===== src/rtl/core/bltmh_pkg.sv =====
// ============================================================================
// bltmh_pkg
// Shared widths, constants and thresholds of the battery level monitor.
// ============================================================================
package bltmh_pkg;

    // Burst length and field widths
    localparam int SAMPLES  = 10;
    localparam int SAMPLE_W = 10;
    localparam int FS_W     = 12;
    localparam int MV_W     = 12;
    localparam int LEVEL_W  = 2;

    localparam int SAMPLE_MAX = (1 << SAMPLE_W) - 1;

    // Accumulator widths follow from the burst length
    localparam int IDX_W  = $clog2(SAMPLES);
    localparam int SUM_W  = $clog2(SAMPLES * SAMPLE_MAX + 1);
    localparam int TRIM_W = $clog2((SAMPLES - 2) * SAMPLE_MAX + 1);

    // full_scale * trimmed sum, then divided by (SAMPLES-2)*1024 through an
    // exact reciprocal: floor(p/d) = (p * RECIP) >> REC_SHIFT for p < 2^PROD_W
    localparam int PROD_W    = FS_W + TRIM_W;
    localparam int DIVISOR   = (SAMPLES - 2) * 1024;
    localparam int DIV_LOG   = $clog2(DIVISOR);
    localparam int REC_SHIFT = PROD_W + DIV_LOG;
    localparam int RECIP_W   = PROD_W + 1;
    localparam logic [63:0] RECIP =
        ((64'd1 << REC_SHIFT) + 64'(DIVISOR) - 64'd1) / 64'(DIVISOR);
    localparam int SCALED_W  = PROD_W + RECIP_W;

    localparam logic [MV_W-1:0] MV_MAX = {MV_W{1'b1}};

    // Configuration port
    localparam int ADDR_W = 3;
    localparam int DATA_W = 32;
    localparam logic REG_FULL_SCALE = 1'b0;
    localparam logic [FS_W-1:0] FS_RESET = 12'd3600;

    // Battery levels
    localparam logic [LEVEL_W-1:0] LEVEL_EMPTY = 2'd0;
    localparam logic [LEVEL_W-1:0] LEVEL_LOW   = 2'd1;
    localparam logic [LEVEL_W-1:0] LEVEL_MID   = 2'd2;
    localparam logic [LEVEL_W-1:0] LEVEL_FULL  = 2'd3;

    // Plain thresholds for the first burst
    localparam logic [MV_W-1:0] TH_FULL = 12'd2900;
    localparam logic [MV_W-1:0] TH_MID  = 12'd2800;
    localparam logic [MV_W-1:0] TH_LOW  = 12'd2700;

    // Hysteresis band edges for later bursts
    localparam logic [MV_W-1:0] HY_FULL_LO  = 12'd2920;
    localparam logic [MV_W-1:0] HY_MID_HI   = 12'd2880;
    localparam logic [MV_W-1:0] HY_MID_LO   = 12'd2820;
    localparam logic [MV_W-1:0] HY_LOW_HI   = 12'd2780;
    localparam logic [MV_W-1:0] HY_LOW_LO   = 12'd2720;
    localparam logic [MV_W-1:0] HY_EMPTY_HI = 12'd2680;

endpackage


===== src/rtl/core/battery_level_trimmed_mean_hysteresis.sv =====
// ============================================================================
// battery_level_trimmed_mean_hysteresis
// Trimmed mean of a burst of supply samples, scaled to millivolts, then a
// battery level classifier with hysteresis.
// ============================================================================
//
//  channel | direction | handshake              | payload
//  --------+-----------+------------------------+---------------------------------
//  input   | in        | in_valid / in_stall    | sample[9:0]
//  output  | out       | out_valid / out_stall  | voltage_mv[11:0], level[1:0],
//          |           |                        | level_updated
//  config  | in        | APB psel/penable/...   | full_scale_mv at address 0
//
//  One sample item is accepted per cycle while in_stall is low; the running
//  sum, minimum and maximum update in that cycle. The last sample of a burst
//  launches a four-stage pipe (trim, full-scale multiply, reciprocal multiply,
//  classify). The trim register loads at the accepting edge; the item then
//  moves through the product, scaled and output registers in turn.
//  Reset clears the burst, the held level and the pipe valid bits at once,
//  and loads full_scale_mv with 3600.
//  A stall on the output holds the pipe; in_stall rises only when the trim
//  stage holds an item that cannot move on.
//
module battery_level_trimmed_mean_hysteresis
    import bltmh_pkg::*;
(
    input  logic                clk,
    input  logic                rst_n,

    // sample channel
    input  logic                in_valid,
    output logic                in_stall,
    input  logic [SAMPLE_W-1:0] sample,

    // result channel
    output logic                out_valid,
    input  logic                out_stall,
    output logic [MV_W-1:0]     voltage_mv,
    output logic [LEVEL_W-1:0]  level,
    output logic                level_updated,

    // configuration port
    input  logic                psel,
    input  logic                penable,
    input  logic                pwrite,
    input  logic [ADDR_W-1:0]   paddr,
    input  logic [DATA_W-1:0]   pwdata,
    output logic [DATA_W-1:0]   prdata,
    output logic                pready
);

    // ------------------------------------------------------------------
    // Configuration register
    // ------------------------------------------------------------------
    logic [FS_W-1:0] full_scale_reg;
    logic            cfg_write;

    assign pready    = 1'b1;
    assign cfg_write = psel && penable && pwrite && (paddr[ADDR_W-1] == REG_FULL_SCALE);
    assign prdata    = (paddr[ADDR_W-1] == REG_FULL_SCALE)
                     ? {{(DATA_W-FS_W){1'b0}}, full_scale_reg}
                     : '0;

    always_ff @(posedge clk or negedge rst_n)
    begin
        if (!rst_n)
        begin
            full_scale_reg <= FS_RESET;
        end
        else if (cfg_write)
        begin
            // drop bits above the register width
            full_scale_reg <= pwdata[FS_W-1:0];
        end
    end

    // ------------------------------------------------------------------
    // Pipe flow control
    // ------------------------------------------------------------------
    logic trim_valid_reg,   trim_valid_next;
    logic prod_valid_reg,   prod_valid_next;
    logic scaled_valid_reg, scaled_valid_next;
    logic out_valid_reg,    out_valid_next;

    logic out_free, scaled_free, prod_free, trim_free;
    logic accept, last_sample, trim_load;

    // a stage is free when it is empty or its item moves on this cycle
    assign out_free    = !out_valid_reg || !out_stall;
    assign scaled_free = !scaled_valid_reg || out_free;
    assign prod_free   = !prod_valid_reg || scaled_free;
    assign trim_free   = !trim_valid_reg || prod_free;

    assign in_stall  = !trim_free;
    assign accept    = in_valid && !in_stall;
    assign out_valid = out_valid_reg;

    // ------------------------------------------------------------------
    // Burst accumulator
    // ------------------------------------------------------------------
    logic [IDX_W-1:0]    index_reg, index_next;
    logic [SUM_W-1:0]    sum_reg,   sum_next;
    logic [SAMPLE_W-1:0] min_reg,   min_next;
    logic [SAMPLE_W-1:0] max_reg,   max_next;
    logic [SUM_W-1:0]    sum_acc;
    logic [SAMPLE_W-1:0] min_acc, max_acc;
    logic [SUM_W-1:0]    trim_full;
    logic [TRIM_W-1:0]   trim_reg;

    assign last_sample = (index_reg == IDX_W'(SAMPLES - 1));
    assign trim_load   = accept && last_sample;

    always_comb
    begin
        sum_acc   = sum_reg + SUM_W'(sample);
        min_acc   = (sample < min_reg) ? sample : min_reg;
        max_acc   = (sample > max_reg) ? sample : max_reg;
        // drop the extremes of the burst
        trim_full = sum_acc - SUM_W'(min_acc) - SUM_W'(max_acc);

        index_next = index_reg;
        sum_next   = sum_reg;
        min_next   = min_reg;
        max_next   = max_reg;
        if (accept)
        begin
            if (last_sample)
            begin
                // start a new burst
                index_next = '0;
                sum_next   = '0;
                min_next   = SAMPLE_W'(SAMPLE_MAX);
                max_next   = '0;
            end
            else
            begin
                index_next = index_reg + IDX_W'(1);
                sum_next   = sum_acc;
                min_next   = min_acc;
                max_next   = max_acc;
            end
        end
    end

    always_ff @(posedge clk or negedge rst_n)
    begin
        if (!rst_n)
        begin
            index_reg <= '0;
            sum_reg   <= '0;
            min_reg   <= SAMPLE_W'(SAMPLE_MAX);
            max_reg   <= '0;
        end
        else
        begin
            index_reg <= index_next;
            sum_reg   <= sum_next;
            min_reg   <= min_next;
            max_reg   <= max_next;
        end
    end

    // ------------------------------------------------------------------
    // Scaling pipe: trim -> full-scale product -> reciprocal product
    // ------------------------------------------------------------------
    logic [PROD_W-1:0]   prod_reg;
    logic [SCALED_W-1:0] scaled_reg;
    logic                prod_load, scaled_load;

    assign prod_load   = trim_valid_reg && prod_free;
    assign scaled_load = prod_valid_reg && scaled_free;

    always_comb
    begin
        trim_valid_next   = trim_load ? 1'b1 : (trim_valid_reg && !prod_free);
        prod_valid_next   = prod_load ? 1'b1 : (prod_valid_reg && !scaled_free);
        scaled_valid_next = scaled_load ? 1'b1 : (scaled_valid_reg && !out_free);
        out_valid_next    = out_free ? scaled_valid_reg : out_valid_reg;
    end

    always_ff @(posedge clk or negedge rst_n)
    begin
        if (!rst_n)
        begin
            trim_valid_reg   <= 1'b0;
            prod_valid_reg   <= 1'b0;
            scaled_valid_reg <= 1'b0;
            out_valid_reg    <= 1'b0;
        end
        else
        begin
            trim_valid_reg   <= trim_valid_next;
            prod_valid_reg   <= prod_valid_next;
            scaled_valid_reg <= scaled_valid_next;
            out_valid_reg    <= out_valid_next;
        end
    end

    always_ff @(posedge clk)
    begin
        if (trim_load)
        begin
            trim_reg <= trim_full[TRIM_W-1:0];
        end
        if (prod_load)
        begin
            prod_reg <= PROD_W'(full_scale_reg) * PROD_W'(trim_reg);
        end
        if (scaled_load)
        begin
            // divide by (SAMPLES-2)*1024 as a multiply by its reciprocal
            scaled_reg <= SCALED_W'(prod_reg) * SCALED_W'(RECIP[RECIP_W-1:0]);
        end
    end

    // ------------------------------------------------------------------
    // Millivolts and level classification
    // ------------------------------------------------------------------
    logic [SCALED_W-REC_SHIFT-1:0] quot;
    logic [MV_W-1:0]               mv;
    logic [LEVEL_W-1:0]            level_calc;
    logic                          hit;
    logic                          first_done_reg;
    logic [LEVEL_W-1:0]            held_level_reg;

    assign quot = scaled_reg[SCALED_W-1:REC_SHIFT];

    always_comb
    begin
        // saturate at full range
        mv = (quot > (SCALED_W-REC_SHIFT)'(MV_MAX)) ? MV_MAX : quot[MV_W-1:0];

        hit        = 1'b1;
        level_calc = held_level_reg;
        if (!first_done_reg)
        begin
            if (mv >= TH_FULL)
                level_calc = LEVEL_FULL;
            else if (mv >= TH_MID)
                level_calc = LEVEL_MID;
            else if (mv >= TH_LOW)
                level_calc = LEVEL_LOW;
            else
                level_calc = LEVEL_EMPTY;
        end
        else
        begin
            if (mv > HY_FULL_LO)
                level_calc = LEVEL_FULL;
            else if (mv > HY_MID_LO && mv < HY_MID_HI)
                level_calc = LEVEL_MID;
            else if (mv > HY_LOW_LO && mv < HY_LOW_HI)
                level_calc = LEVEL_LOW;
            else if (mv < HY_EMPTY_HI)
                level_calc = LEVEL_EMPTY;
            else
                hit = 1'b0;   // dead band: hold the previous level
        end
    end

    // advance the held level as the result item enters the output register
    always_ff @(posedge clk or negedge rst_n)
    begin
        if (!rst_n)
        begin
            first_done_reg <= 1'b0;
            held_level_reg <= LEVEL_EMPTY;
        end
        else if (scaled_valid_reg && out_free)
        begin
            first_done_reg <= 1'b1;
            held_level_reg <= level_calc;
        end
    end

    always_ff @(posedge clk)
    begin
        if (scaled_valid_reg && out_free)
        begin
            voltage_mv    <= mv;
            level         <= level_calc;
            level_updated <= hit;
        end
    end

endmodule


===== config.mk =====
export PLATFORM = sky130hd
export DESIGN_NAME = battery_level_trimmed_mean_hysteresis
export DESIGN_NICKNAME = d
export VERILOG_FILES = /design/src/rtl/core/bltmh_pkg.sv /design/src/rtl/core/battery_level_trimmed_mean_hysteresis.sv
export SDC_FILE = /design/constraint.sdc
export NUM_CORES = 1
export LEC_CHECK = 0
export ABC_CLOCK_PERIOD_IN_PS = 13950
export BUFFER_PORTS_ARGS = -buffer_cell sky130_fd_sc_hd__buf_4
export CAP_MARGIN = 40
export CORE_MARGIN = 5
export CORE_UTILIZATION = 60
export DETAILED_ROUTE_END_ITERATION = 10
export PLACE_DENSITY = 0.88
export SYNTH_ARGS = -nofsm -noshare
export SYNTH_HDL_FRONTEND = slang
export SYNTH_SLANG_ARGS = --single-unit

===== constraint.sdc =====
create_clock -name clk -period 13.95 [get_ports clk]
set_clock_uncertainty 0.05 [all_clocks]
set_input_delay 1.395 -clock clk [delete_from_list [all_inputs] [get_ports clk]]
set_output_delay 1.395 -clock clk [all_outputs]
set_load 0.02 [all_outputs]

==> flow_metrics.py <==
metrics = {
    "critical_path": {
        "setup.worst_path.start_class": "input pin",
        "path_class": "input pin to flop",
        "r2r_slack_ns": 8.22,
        "r2r-end": "prod_reg[24]",
        "arrival_ns": 6.17,
        "critPathLaunch": "sample[1]",
        "timing.rr.start": "full_scale_reg[8]",
        "endpoint": "trim_reg[12]",
        "path_max_fanout": 13,
        "rr_worst_depth": 18,
        "cp_data_required_time_ns": 14.02,
        "worst_setup_path_end_kind": "flop",
    },
    "drt": {
        "drc": 0,
        "routed_via_density": 5.59,
        "vias": 7496,
        "first_pass_iters": 5,
        "wl_per_cell_um": 16.5,
        "drt_iter0_drc": 404,
        "wirelength_um": 22100,
        "final_antenna_net_count": 0,
    },
    "logic_synthesis": {
        "synth_top_family_by_area": "adder cells",
        "synth-edff-count": 52,
        "yosys.area.top_type_share_pct": 22.1,
        "synth_top_cells_by_area": "fa_1, edfxtp_1, ha_1",
        "synth_cells": 1086,
        "yosysSeqAreaShare_pct": 27.4,
        "synth.most_common_cell": "inv_1",
        "async_flop_share_pct": 51.9,
        "ys_ff_latch": 108,
        "syn_area_sq_um": 10900,
        "synthAdderAreaFrac_pct": 33.5,
        "avgSynthCellArea_sq_um": 10.0,
        "synth_xor_area_share_pct": 2.97,
        "synthSimpleGateAreaFrac_pct": 12.9,
        "synth.area.mux_share_pct": 3.08,
        "synth_compound_area_share_pct": 10.3,
        "ys_types": 66,
        "netlist_top_cells_count": "inv_1, nand2_1, fa_1, ha_1, and2_1",
        "yosys.area.top_type": "fa_1",
        "yosys_warnings": 0,
        "synth_flop_cell": "edfxtp_1",
    },
    "job": {
        "maxCapViolations": 0,
    },
    "placement": {
        "hpwl_um": 17300,
        "place_congestion": 0.840,
        "io_buffers": 58,
    },
    "grt": {
        "grt_pass1_wl_um": 36900,
        "grt_max_degree": 57,
        "grt_pass1_vias": 7917,
        "groute.usage.overall_pct": 22.3,
        "overflow": 0,
        "antenna_found_initial": 0,
    },
    "floorplan": {
        "start_util_pct": 60.8,
        "die_y_um": 145,
        "ioPinCount": 102,
        "die_x_um": 145,
        "coreArea_sq_um": 17900,
        "row_count": 49,
        "die_area_sq_um": 20900,
    },
    "layout": {
        "nets": 1378,
        "syn_to_final_growth_pct": 7.07,
        "diodes": 0,
        "drive_gt1_share_pct": 12.1,
    },
    "sta": {
        "rsz0062_at_grt": "no",
        "tightest_slew_ns": 0.799,
        "period_needed_ns": 6.10,
        "max_freq_mhz": 164,
        "slew_headroom_pct": 46.7,
        "slew_violations": 0,
        "setup_viol": 0,
        "fin_crit_sh_pct": 43.7,
        "finalHoldViolCount": 0,
        "setup_tns_ns": 0,
    },
    "clock_network": {
        "clock-sinks": 108,
        "cts_tree": "done",
        "cts_made_buffers": 9,
        "cts.reportedPaths.clkPinSlew_ns": 0.08,
        "post-cts-setup-buffers": 0,
        "cts-root-buf": "clkbuf_16",
        "worstSkewPairLatency_ns": 0.37,
        "hold_buffers": 0,
        "h-tree-depth": 3,
        "cts_buffer_depth": 2,
        "cts_resized": 0,
    },
    "min_path": {
        "min_path_type": "flop to flop",
    },
    "status": {
        "status": "finished, final reports clean",
    },
}
-- metrics by stage --
stage          cells  worst slack [ns]  cell area, sq um  util, %  hold WS, ns
6_report        1341              7.85             11700     65.1        0.368
5_1_grt         1341              7.47             11700     65.1        0.382
4_1_cts         1341              7.88             11700     65.1        0.367
3_5_place_dp    1325              7.49             11300     63.3        0.355
3_3_place_gp    1323              7.57             11300     63.3        0.351
2_1_floorplan   1105              8.31             11000        -        0.350
-- kinds of logic after synthesis --
| kind of cell | Yosys count |
|---|---|
| AOI/OAI and AO/OA | 146 |
| xor gates and xnor gates | 36 |
| adders and majority gates | 219 |
| buffers and inverters | 259 |
| DFF | 108 |
| muxes | 31 |
| other | 2 |
| and+or+nand+nor | 285 |
-- metal layers --
metal	track usage [%]	part of all wire [%]	vias to the layer above
met3	3.75	4.6	61
met4	9.87	3.4	0
met5	0	0	-
li1	-	-	3496
met1	26.7	39	3712
met2	39.6	53	227
-- worst min-delay path by stage --
stage	start	to	slack [ns]	depth (start not counted)
after detailed placement	prod_reg[14]	scaled_reg[39]	0.35	0
after floorplan	prod_reg[13]	scaled_reg[38]	0.35	0
final	prod_reg[18]	scaled_reg[43]	0.37	0
after global routing	prod_reg[23]	scaled_reg[48]	0.38	0
after global placement	prod_reg[14]	scaled_reg[39]	0.35	0
after CTS	prod_reg[20]	scaled_reg[45]	0.37	0
-- cells in the final DEF (no fill, tap or decap), types with 11 or more instances in the layout --
| master | instances |
|---|---|
| inv_1 | 189 |
| nand2_1 | 135 |
| fa_1 | 120 |
| ha_1 | 99 |
| buf_4 | 61 |
| and2_1 | 58 |
| edfxtp_1 | 52 |
| dfrtp_1 | 42 |
| a21oi_1 | 32 |
| xnor2_1 | 27 |
| nor2b_1 | 21 |
| conb_1 | 21 |
| o21ai_0 | 20 |
| mux2_2 | 20 |
| nor2_1 | 20 |
| a22o_1 | 16 |
| dfstp_2 | 14 |
| a21o_1 | 12 |
| mux2i_1 | 11 |
-- worst max-delay path, cell delays in order --
cell and delay, ns:
buf_4 0.15, ha_1 0.31, nor2b_1 0.14, o21a_1 0.16, o21a_1 0.16, o21a_1 0.16
o21a_1 0.19, o31ai_4 0.65, mux2_2 0.43, fa_1 0.50, inv_1 0.04, ha_1 0.33
a21oi_1 0.14, nor2_1 0.05, nor2_1 0.18, o21ai_0 0.15, o41ai_1 0.53, o21ai_0 0.25
nor3_2 0.17, xnor2_1 0.09
-- area by class of cell --
cell class / instances / area (sq um)
repair buffers: 61 / 458
well taps: 229 / 287
flip-flops and latches: 108 / 2980
fillers: 1352 / 6250
clock buffers: 9 / 225
multi-input cells: 738 / 6910
clock inverters: 7 / 86.3
inverters: 189 / 709
Power is left out: the tool's default activity adds up to more than one toggle a clock period on the data nets, which glitch-free logic cannot reach.
